--- src/rtl/lkvc_pkg.sv ---
// Package: shared constants, codes and control types for the LRU key/value cache.
`timescale 1ns / 1ps
`default_nettype none
package lkvc_pkg;

    localparam int ENTRIES_DEF = 16;
    localparam int DATA_W      = 32;
    localparam int STATUS_W    = 2;

    localparam logic [STATUS_W-1:0] STATUS_HIT    = 2'd0;
    localparam logic [STATUS_W-1:0] STATUS_MISS   = 2'd1;
    localparam logic [STATUS_W-1:0] STATUS_EVICT  = 2'd2;
    localparam logic [STATUS_W-1:0] STATUS_REJECT = 2'd3;

    localparam logic CMD_GET = 1'b0;
    localparam logic CMD_PUT = 1'b1;

    localparam logic [DATA_W-1:0] NO_VALUE = {DATA_W{1'b1}};

    typedef enum logic [1:0] {
        ST_IDLE,
        ST_LOOKUP,
        ST_UPDATE,
        ST_EMIT
    } lkvc_state_t;

    typedef struct packed {
        logic capture;
        logic lookup;
        logic update;
        logic emit;
    } lkvc_cmd_t;

    typedef struct packed {
        logic out_stall;
    } lkvc_stat_t;

endpackage
`default_nettype wire

--- src/rtl/lkvc_ram.sv ---
// Generic single-port RAM with registered read data.
`timescale 1ns / 1ps
`default_nettype none
module lkvc_ram #(
    parameter int WIDTH = 32,
    parameter int DEPTH = 16,
    localparam int AW   = (DEPTH > 1) ? $clog2(DEPTH) : 1
) (
    input  wire logic             aclk,
    input  wire logic             we,
    input  wire logic [AW-1:0]    addr,
    input  wire logic [WIDTH-1:0] wdata,
    output logic      [WIDTH-1:0] rdata
);

    logic [WIDTH-1:0] mem_reg [DEPTH];
    logic [WIDTH-1:0] rdata_reg;

    always_ff @(posedge aclk) begin
        if (we) begin
            mem_reg[addr] <= wdata;
        end
        rdata_reg <= mem_reg[addr];
    end

    assign rdata = rdata_reg;

endmodule
`default_nettype wire

--- src/rtl/lkvc_ctrl.sv ---
// Controller: sequences capture, lookup, update and result load for one word.
`timescale 1ns / 1ps
`default_nettype none
module lkvc_ctrl (
    input  wire logic                  aclk,
    input  wire logic                  aresetn,
    input  wire logic                  s_valid,
    output logic                       s_ready,
    input  wire lkvc_pkg::lkvc_stat_t  stat,
    output lkvc_pkg::lkvc_cmd_t        cmd
);

    lkvc_pkg::lkvc_state_t state_reg;
    lkvc_pkg::lkvc_state_t state_next;

    always_ff @(posedge aclk) begin
        if (!aresetn) begin
            state_reg <= lkvc_pkg::ST_IDLE;
        end else begin
            state_reg <= state_next;
        end
    end

    always_comb begin
        state_next = state_reg;
        unique case (state_reg)
            lkvc_pkg::ST_IDLE: begin
                if (s_valid) begin
                    state_next = lkvc_pkg::ST_LOOKUP;
                end
            end
            lkvc_pkg::ST_LOOKUP: begin
                state_next = lkvc_pkg::ST_UPDATE;
            end
            lkvc_pkg::ST_UPDATE: begin
                state_next = lkvc_pkg::ST_EMIT;
            end
            lkvc_pkg::ST_EMIT: begin
                if (!stat.out_stall) begin
                    state_next = lkvc_pkg::ST_IDLE;
                end
            end
            default: begin
                state_next = lkvc_pkg::ST_IDLE;
            end
        endcase
    end

    always_comb begin
        s_ready     = (state_reg == lkvc_pkg::ST_IDLE);
        cmd.capture = (state_reg == lkvc_pkg::ST_IDLE) && s_valid;
        cmd.lookup  = (state_reg == lkvc_pkg::ST_LOOKUP);
        cmd.update  = (state_reg == lkvc_pkg::ST_UPDATE);
        cmd.emit    = (state_reg == lkvc_pkg::ST_EMIT) && !stat.out_stall;
    end

endmodule
`default_nettype wire

--- src/rtl/lkvc_datapath.sv ---
// Datapath: key match array, recency ranks, value RAM and output register.
`timescale 1ns / 1ps
`default_nettype none
module lkvc_datapath #(
    parameter int  ENTRIES = lkvc_pkg::ENTRIES_DEF,
    localparam int IDX_W   = (ENTRIES > 1) ? $clog2(ENTRIES) : 1
) (
    input  wire logic                          aclk,
    input  wire logic                          aresetn,
    input  wire lkvc_pkg::lkvc_cmd_t           cmd,
    output lkvc_pkg::lkvc_stat_t               stat,
    input  wire logic                          s_cmd,
    input  wire logic signed [31:0]            s_key,
    input  wire logic signed [31:0]            s_value,
    output logic                               m_valid,
    input  wire logic                          m_ready,
    output logic [lkvc_pkg::STATUS_W-1:0]      m_status,
    output logic signed [31:0]                 m_read_value
);

    localparam int DW = lkvc_pkg::DATA_W;
    localparam logic [IDX_W-1:0] OLDEST = IDX_W'(ENTRIES - 1);

    logic                cmd_reg;
    logic [DW-1:0]       key_reg;
    logic [DW-1:0]       value_reg;

    logic [DW-1:0]       keys_reg  [ENTRIES];
    logic [IDX_W-1:0]    age_reg   [ENTRIES];
    logic [ENTRIES-1:0]  valid_reg;

    logic [IDX_W-1:0]    slot_reg;
    logic [IDX_W-1:0]    hit_age_reg;
    logic                promote_all_reg;
    logic                write_reg;
    logic                read_reg;
    logic [lkvc_pkg::STATUS_W-1:0] status_reg;

    logic                m_valid_reg;
    logic [lkvc_pkg::STATUS_W-1:0] m_status_reg;
    logic [DW-1:0]       m_read_value_reg;

    logic [ENTRIES-1:0]  hit_vec;
    logic [IDX_W-1:0]    hit_idx;
    logic [IDX_W-1:0]    hit_age;
    logic [IDX_W-1:0]    victim_idx;
    logic [IDX_W-1:0]    free_idx;
    logic                any_hit;
    logic                full;
    logic                reject;
    logic                promote;
    logic [DW-1:0]       ram_rdata;

    // capture input word
    always_ff @(posedge aclk) begin
        if (cmd.capture) begin
            cmd_reg   <= s_cmd;
            key_reg   <= s_key;
            value_reg <= s_value;
        end
    end

    // parallel match, rank lookup, victim and free slot search
    always_comb begin
        hit_idx    = '0;
        hit_age    = '0;
        victim_idx = '0;
        free_idx   = '0;
        for (int i = 0; i < ENTRIES; i++) begin
            hit_vec[i] = valid_reg[i] && (keys_reg[i] == key_reg);
            if (hit_vec[i]) begin
                hit_idx = hit_idx | IDX_W'(i);
                hit_age = hit_age | age_reg[i];
            end
            if (valid_reg[i] && (age_reg[i] == OLDEST)) begin
                victim_idx = victim_idx | IDX_W'(i);
            end
        end
        for (int i = ENTRIES - 1; i >= 0; i--) begin
            if (!valid_reg[i]) begin
                free_idx = IDX_W'(i);
            end
        end
        any_hit = |hit_vec;
        full    = &valid_reg;
        reject  = key_reg[DW-1] || (key_reg == '0);
    end

    always_ff @(posedge aclk) begin
        if (cmd.lookup) begin
            hit_age_reg     <= hit_age;
            promote_all_reg <= !any_hit;
            if (any_hit) begin
                slot_reg <= hit_idx;
            end else if (full) begin
                slot_reg <= victim_idx;
            end else begin
                slot_reg <= free_idx;
            end
            if (cmd_reg == lkvc_pkg::CMD_GET) begin
                write_reg  <= 1'b0;
                read_reg   <= any_hit;
                status_reg <= any_hit ? lkvc_pkg::STATUS_HIT : lkvc_pkg::STATUS_MISS;
            end else begin
                read_reg  <= 1'b0;
                write_reg <= !reject;
                priority if (reject) begin
                    status_reg <= lkvc_pkg::STATUS_REJECT;
                end else if (any_hit) begin
                    status_reg <= lkvc_pkg::STATUS_HIT;
                end else if (full) begin
                    status_reg <= lkvc_pkg::STATUS_EVICT;
                end else begin
                    status_reg <= lkvc_pkg::STATUS_MISS;
                end
            end
        end
    end

    assign promote = cmd.update && (write_reg || read_reg);

    // age entries more recent than the promoted one (every valid entry on a miss), make it newest
    always_ff @(posedge aclk) begin
        if (!aresetn) begin
            valid_reg <= '0;
            for (int i = 0; i < ENTRIES; i++) begin
                age_reg[i] <= '0;
            end
        end else if (promote) begin
            for (int i = 0; i < ENTRIES; i++) begin
                if (IDX_W'(i) == slot_reg) begin
                    age_reg[i] <= '0;
                end else if (valid_reg[i] && (promote_all_reg || age_reg[i] < hit_age_reg)) begin
                    age_reg[i] <= age_reg[i] + IDX_W'(1);
                end
            end
            if (write_reg) begin
                valid_reg[slot_reg] <= 1'b1;
            end
        end
    end

    always_ff @(posedge aclk) begin
        if (cmd.update && write_reg) begin
            keys_reg[slot_reg] <= key_reg;
        end
    end

    lkvc_ram #(
        .WIDTH (DW),
        .DEPTH (ENTRIES)
    ) u_value_ram (
        .aclk  (aclk),
        .we    (cmd.update && write_reg),
        .addr  (slot_reg),
        .wdata (value_reg),
        .rdata (ram_rdata)
    );

    // hold result until taken
    always_ff @(posedge aclk) begin
        if (!aresetn) begin
            m_valid_reg <= 1'b0;
        end else if (cmd.emit) begin
            m_valid_reg <= 1'b1;
        end else if (m_ready) begin
            m_valid_reg <= 1'b0;
        end
    end

    always_ff @(posedge aclk) begin
        if (cmd.emit) begin
            m_status_reg     <= status_reg;
            m_read_value_reg <= read_reg ? ram_rdata : lkvc_pkg::NO_VALUE;
        end
    end

    assign stat.out_stall = m_valid_reg && !m_ready;
    assign m_valid        = m_valid_reg;
    assign m_status       = m_status_reg;
    assign m_read_value   = m_read_value_reg;

endmodule
`default_nettype wire

--- src/rtl/lru_key_value_cache.sv ---
// Top level: fully associative LRU key/value cache, controller plus datapath.
//
//  channel | ports                                | role
//  --------+--------------------------------------+---------------------------
//  s_      | s_valid s_ready s_cmd s_key s_value  | get/put request word in
//  m_      | m_valid m_ready m_status m_read_value| one result word per request
//
// A request steps through capture at acceptance, then parallel key match, rank and
// value RAM update, and result load (after the registered RAM read); a new request
// is taken only once the controller is back in idle, after the result is loaded.
// Input ready returns with the loaded result.
// Reset clears the valid bits and ranks at once; no clearing pass is needed.
// A stalled result only holds the controller in its load step.
`timescale 1ns / 1ps
`default_nettype none
module lru_key_value_cache #(
    parameter int ENTRIES = lkvc_pkg::ENTRIES_DEF
) (
    input  wire logic                          aclk,
    input  wire logic                          aresetn,
    input  wire logic                          s_valid,
    output logic                               s_ready,
    input  wire logic                          s_cmd,
    input  wire logic signed [31:0]            s_key,
    input  wire logic signed [31:0]            s_value,
    output logic                               m_valid,
    input  wire logic                          m_ready,
    output logic [lkvc_pkg::STATUS_W-1:0]      m_status,
    output logic signed [31:0]                 m_read_value
);

    lkvc_pkg::lkvc_cmd_t  cmd;
    lkvc_pkg::lkvc_stat_t stat;

    lkvc_ctrl u_ctrl (
        .aclk    (aclk),
        .aresetn (aresetn),
        .s_valid (s_valid),
        .s_ready (s_ready),
        .stat    (stat),
        .cmd     (cmd)
    );

    lkvc_datapath #(
        .ENTRIES (ENTRIES)
    ) u_datapath (
        .aclk         (aclk),
        .aresetn      (aresetn),
        .cmd          (cmd),
        .stat         (stat),
        .s_cmd        (s_cmd),
        .s_key        (s_key),
        .s_value      (s_value),
        .m_valid      (m_valid),
        .m_ready      (m_ready),
        .m_status     (m_status),
        .m_read_value (m_read_value)
    );

endmodule
`default_nettype wire

--- config.mk ---
export PLATFORM = sky130hd
export DESIGN_NAME = lru_key_value_cache
export DESIGN_NICKNAME = d
export VERILOG_FILES = /design/src/rtl/lkvc_pkg.sv /design/src/rtl/lkvc_ram.sv /design/src/rtl/lkvc_ctrl.sv /design/src/rtl/lkvc_datapath.sv /design/src/rtl/lru_key_value_cache.sv
export SDC_FILE = /design/constraint.sdc
export NUM_CORES = 2
export LEC_CHECK = 0
export ABC_AREA = 1
export BUFFER_PORTS_ARGS = -buffer_cell sky130_fd_sc_hd__buf_2
export CAP_MARGIN = 20
export CORE_UTILIZATION = 35
export DETAILED_ROUTE_END_ITERATION = 8
export PLACE_DENSITY = 0.47
export SLEW_MARGIN = 15
export SYNTH_ARGS = -nofsm -noshare
export SYNTH_HDL_FRONTEND = slang
export SYNTH_SLANG_ARGS = --single-unit
--- constraint.sdc ---
create_clock -name aclk -period 5.2 [get_ports aclk]
set_clock_uncertainty 0.1 [all_clocks]
set_input_delay 1.04 -clock aclk [delete_from_list [all_inputs] [get_ports aclk]]
set_output_delay 1.04 -clock aclk [all_outputs]
set_load 0.1 [all_outputs]
Word level (Yosys, flattened, before mapping)
Memories as Yosys holds them, arrays and structs flattened. A register that Yosys moved wholly into a read port is not among the register bits.
Cells that the tools add are included.
{"block": "word_totals", "ff_bits": 131, "ram_bits": 1088, "inputBits": 69, "wordCells": 488, "memories": 3}
{"block": "classes", "addsub": 16, "order_cmp": 18, "n_eq_ne": 51, "mux": 255, "n_bitwise": 48, "reduce_logical": 83}
{"name": "u_datapath.keys_reg", "words": 16, "width": 32, "read_ports": 16, "rd_ports_with_merged_regs": 0, "wr": 1, "line": "lkvc_datapath.sv:28", "source": "logic [DW-1:0] keys_reg [ENTRIES];"}
{"name": "u_datapath.u_value_ram.mem_reg", "words": 16, "width": 32, "read_ports": 1, "rd_ports_with_merged_regs": 1, "wr": 1, "line": "lkvc_ram.sv:16", "source": "logic [WIDTH-1:0] mem_reg [DEPTH];"}
{"name": "u_datapath.age_reg", "words": 16, "width": 4, "read_ports": 16, "rd_ports_with_merged_regs": 0, "wr": 16, "line": "lkvc_datapath.sv:29", "source": "logic [IDX_W-1:0] age_reg [ENTRIES];"}
{"cell": "equality test 32 bit", "count": 16}
{"cell": "two-way mux 4 bit", "count": 82}
{"cell": "two-way mux 1 bit", "count": 153}
{"cell": "adder 4 x 1 -> 4 bit, second input constant", "count": 16}
{"cell": "less-than comparator 4 bit", "count": 16}
{"cell": "equality test 4 bit, second input constant", "count": 15}
{"cell": "OR 4 bit", "count": 15}
{"cell": "logical AND 1 bit", "count": 53}
{"cell": "equality test 4 bit, first input constant", "count": 8}
{"cell": "zero test 32 bit", "count": 1}
{"cell": "OR 1 bit", "count": 32}
{"cell": "two-way mux 3 bit", "count": 8}
{"cell": "two-way mux 2 bit", "count": 10}
{"cell": "logical OR 1 bit", "count": 18}
{"cell": "equality test 3 x 4 -> 1 bit, first input constant", "count": 4}
{"cell": "OR 16 bit", "count": 1}
{"cell": "AND reduction 16 bit", "count": 1}
{"cell": "OR reduction 16 bit", "count": 1}
{"cell": "equality test 2 x 4 -> 1 bit, first input constant", "count": 2}
{"cell": "one-hot mux 2 bit (4 select lines)", "count": 1}
{"cell": "less-than comparator 4 x 5 -> 1 bit, second input constant", "count": 1}
{"cell": "demux 1 bit (select 4 bit)", "count": 1}
{"cell": "equality test 1 x 4 -> 1 bit, first input constant", "count": 1}
{"cell": "equality test 2 bit, second input constant", "count": 2}
{"cell": "8 further kinds", "count": 13}

Depth between registers and ports, before layout
An unclocked memory read counts as a cell.
{"block": "depth", "depth_word": 34, "depth_mapped": 19}

Modules after synthesis
Synthesis repeated with hierarchy kept, for this count alone.
{"block": "hier_totals", "hier_cells": 5400, "hier_area_um2": 55682.2}
{"module": "lkvc_datapath", "instances": 1, "cells_per_inst": 3262, "area_each_um2": 33298.2, "seq_area_each_um2": 21000.1}
{"module": "lkvc_ram", "instances": 1, "cells_per_inst": 2113, "area_each_um2": 22213.8, "seq_area_each_um2": 16015.4}
{"module": "lkvc_ctrl", "instances": 1, "cells_per_inst": 25, "area_each_um2": 170.2, "seq_area_each_um2": 40.0}

Least setup slack after synthesis
No wires, ideal clock.
{"block": "synth_path", "path_type": "register to register", "startpoint": "register u_datapath.slot_reg[1]", "endpoint": "memory u_datapath.keys_reg[9][0] in the netlist's numbering (enable)", "arrival_ns": 4.016, "required_ns": 4.612, "slack_ns": 0.595, "stages_incl_launch_ff": 8, "n_path_buf": 2, "path_cell_list": "edfxtp_1 -> nor2_1 -> clkbuf_1 -> buf_2 -> inv_1 -> nor2_1 -> inv_1 -> nor2_1"}
{"item": "start: declaration", "line": "lkvc_datapath.sv:32", "source": "logic [IDX_W-1:0] slot_reg;"}
{"item": "start signal: assignment", "line": "lkvc_datapath.sv:94", "source": "slot_reg <= hit_idx;"}
{"item": "start signal: assignment", "line": "lkvc_datapath.sv:96", "source": "slot_reg <= victim_idx;"}
{"item": "start signal: assignment", "line": "lkvc_datapath.sv:98", "source": "slot_reg <= free_idx;"}
{"item": "end: declaration", "line": "lkvc_datapath.sv:28"}
No word-level cell before the write port.

Worst setup path in the final report
{"block": "layout_path", "startpoint": "register u_datapath.key_reg[14]", "endpoint": "register u_datapath.status_reg[0] in the netlist's numbering, data pin"}
{"block": "layout_between", "elab_chain_cells": 6}
{"item": "start: declaration", "line": "lkvc_datapath.sv:25", "source": "logic [DW-1:0] key_reg;"}
{"item": "start signal: assignment", "line": "lkvc_datapath.sv:58", "source": "key_reg <= s_key;"}
{"item": "equality test 32 bit", "line": "lkvc_datapath.sv:70", "source": "hit_vec[i] = valid_reg[i] && (keys_reg[i] == key_reg);"}
{"item": "logical AND 1 bit", "line": "lkvc_datapath.sv:70"}
{"item": "OR reduction 16 bit", "line": "lkvc_datapath.sv:84", "source": "any_hit = |hit_vec;"}
{"item": "two-way mux 2 bit", "line": "lkvc_datapath.sv:109", "source": "end else if (any_hit) begin"}
{"item": "two-way mux 2 bit", "line": "lkvc_datapath.sv:107", "source": "priority if (reject) begin"}
{"item": "two-way mux 2 bit (*)", "line": "lkvc_datapath.sv:100", "source": "if (cmd_reg == lkvc_pkg::CMD_GET) begin"}
{"item": "end signal: assignment", "line": "lkvc_datapath.sv:103", "source": "status_reg <= any_hit ? lkvc_pkg::STATUS_HIT : lkvc_pkg::STATUS_MISS;"}
{"item": "end signal: assignment", "line": "lkvc_datapath.sv:108", "source": "status_reg <= lkvc_pkg::STATUS_REJECT;"}
{"item": "end signal: assignment", "line": "lkvc_datapath.sv:110", "source": "status_reg <= lkvc_pkg::STATUS_HIT;"}
{"item": "end: declaration", "line": "lkvc_datapath.sv:37", "source": "logic [lkvc_pkg::STATUS_W-1:0] status_reg;"}
Every way passes the cells marked *; elsewhere a longest branch is shown, timed or not.
A chain may end at the register's enable or synchronous reset.

==> results.json <==
{
  "status": "finished clean",
  "layout.nets": 4564,
  "finalHoldViolations": 0,
  "hold_path_depth": 1,
  "fmax_ghz": 0.281,
  "async_flop_share": 0,
  "worstSetupPathType": "reg2reg",
  "drt_pre_antenna_iters": 6,
  "wl_met3_um": 8110,
  "drive_gt1_frac": 0.0984,
  "p_leak_nw": 21.3,
  "wl_per_cell_um": 24.9,
  "reg2reg_depth": 18,
  "highest_layer": "met5",
  "postLayoutCellArea_um2": 59700,
  "io_pins": 105,
  "die_w_um": 389,
  "cts_tree": "yes",
  "cp-start-kind": "flip-flop",
  "cts.sinks": 1251,
  "rrSetupSlack_ns": 1.64,
  "grt_pass1_wl_um": 232000,
  "htree_levels": 4,
  "worst_pin_slew_ns": 1.11,
  "post-cts-setup-buffers": 0,
  "hp-start": "s_key[2]",
  "dpl_cell_area_um2": 55200,
  "hold_buffers": 0,
  "cp_data_arrival_time_ns": 3.99,
  "yosysWarnings": 0,
  "core_area_um2": 148000,
  "finalCritPeriodShare": 0.685,
  "row_count": 141,
  "track_usage": 0.212,
  "antenna_left": 0,
  "layout_commonest_cell": "edfxtp_1",
  "clkTransAtPathRegs_ns": 0.06,
  "fill_cells": 14000,
  "synth_cell_types": 49,
  "setup_viol": 0,
  "worstHoldEndpoint": "u_datapath.key_reg[2]",
  "syn_nets": 4399,
  "synth_area_leader_cell": "edfxtp_1",
  "synthCells": 4262,
  "final.setup.worst_slack_ns": 1.64,
  "drv_cap": 0,
  "cts_buffer_depth": 3,
  "syn_to_final_growth_pct": 14.0,
  "end_kind": "flip-flop",
  "numCtsBuffers": 140,
  "ys_ff_latch": 1251,
  "cp.required_ns": 5.63,
  "setup_tns_ns": 0,
  "timing.rr.start": "u_datapath.key_reg[14]",
  "route.met2.wl_um": 76100,
  "yosys-top-cells-area": "edfxtp_1 69%, nand2_1 6.4%, a22oi_1 3.7%, inv_1 2.8%, nor2_1 2.4%",
  "grt_overflow": 0,
  "pre_cts_slack_ns": 1.63,
  "drc": 0,
  "initial_core_util": 0.353,
  "final_util": 0.403,
  "drt-vias-per-instance": 5.15,
  "period_minus_slack_ns": 3.56,
  "drv_slew": 0,
  "via_count": 33300,
  "layout_common_cells": "1200 x edfxtp_1, 897 x nand2_1, 372 x inv_1",
  "routabilityCongestion": 0.879,
  "grt_pass1_vias": 32700,
  "clock_latency_ns": 0.77,
  "syn_area_um2": 52300,
  "critPathMaxFanout": 22,
  "finalWirelength_um": 161000,
  "synth_top_cell_area_share": 0.689,
  "io_buffers": 104,
  "grt_antenna_before_repair": 10,
  "ys.flop_type": "edfxtp_1",
  "cts_root_buf": "clkbuf_16",
  "syn_area_per_cell_um2": 12.3,
  "grt_max_degree": 129,
  "synth_edf_count": 1200,
  "min_path_type": "in2reg",
  "drt_first_iter_violations": 2839,
  "die_y_um": 389,
  "die_area_um2": 151000,
  "vdd_ir_drop_max_uv": 339,
  "wl_met1_um": 72400,
  "rr_endpoint": "u_datapath.status_reg[0]",
  "power.total_mw": 26.7,
  "rsz0062_at_grt": "no",
  "cts_resized": 0,
  "ys_seq_area_frac": 0.708,
  "maxSlewHeadroom": 0.259,
  "hpwl_um": 94000,
  "power_density_nw_per_um2": 447
}
layout make-up:
type                       instances  area, µm²  share of cell area
multi-input combinational       2440      13000               0.217
clock buffer                     200       3940              0.0661
tap                             1930       2410              0.0405
sequential                      1251      37100               0.621
antenna                            1       2.50           0.0000419
timing repair buffer             179       1170              0.0196
clock inverter                    56        514             0.00862
inverter                         415       1590              0.0267
report_power, final:
part           switching (mW)  internal [mW]
Sequential              0.428           12.0
Clock                    4.11           5.59
Combinational            3.44           1.11
cell usage after synthesis, types with 39 or more instances:
library cell / count
ha_1: 68
clkbuf_1: 77
o21ai_0: 157
edfxtp_1: 1200
a22oi_1: 256
nor2_1: 332
nor3_1: 40
nand4_1: 39
o21ai_1: 42
xnor2_1: 124
nand3_1: 92
a21oi_1: 179
inv_1: 384
dfxtp_1: 51
nand2_1: 899
per-stage QoR:
step | instances | hold WS (ns)
after floorplan | 4262 | 0.300
after global placement | 6214 | 0.367
after detailed placement | 6215 | 0.365
after CTS | 6471 | 0.278
after global routing | 6471 | 0.297
final | 6472 | 0.340
worst max path at each step:
stage	start	end	slack [ns]
2_1_floorplan	u_datapath.slot_reg[1]	u_datapath.keys_reg[9][0]	0.60
3_3_place_gp	u_datapath.key_reg[22]	u_datapath.status_reg[0]	1.61
3_5_place_dp	u_datapath.key_reg[14]	u_datapath.status_reg[0]	1.63
4_1_cts	u_datapath.key_reg[14]	u_datapath.status_reg[0]	1.60
5_1_grt	u_datapath.key_reg[14]	u_datapath.status_reg[0]	1.51
6_report	u_datapath.key_reg[14]	u_datapath.status_reg[0]	1.64
cell families (layout without fill, tap and decap cells):
logic type               Yosys count  after routing  share of synthesized area
flip-flops                      1251           1251                      0.708
buffers and inverters            571            850                     0.0456
AO/OA/AOI/OAI                    734            734                     0.0867
adder cells (fa/ha/maj)           68             68                     0.0163
XOR/XNOR                         154            154                     0.0258
AND/OR/NAND/NOR                 1484           1484                      0.117
other                              0              1                          0
layer usage:
layer	vias up	global-route usage
met1	16700	0.290
met2	933	0.347
met3	226	0.0318
li1	15400	-
met4	4	0.0657
met5	-	0
worst max-delay path, cell delays in order (launching register included):
cell and delay [ns]:
edfxtp_1 0.70, buf_4 0.44, inv_2 0.16, nand2_1 0.17, nand2_1 0.07, nor2_1 0.18, nand2_1 0.09, nor2_1 0.10
nand2_1 0.07, nor2_2 0.42, nand2_1 0.15, nand2_1 0.16, nor2_1 0.09, nand2_4 0.11, nor2_8 0.06, inv_2 0.05
nand2_1 0.06, nand2_1 0.06, nand2_1 0.04
(Power assumes the default switching activity.)
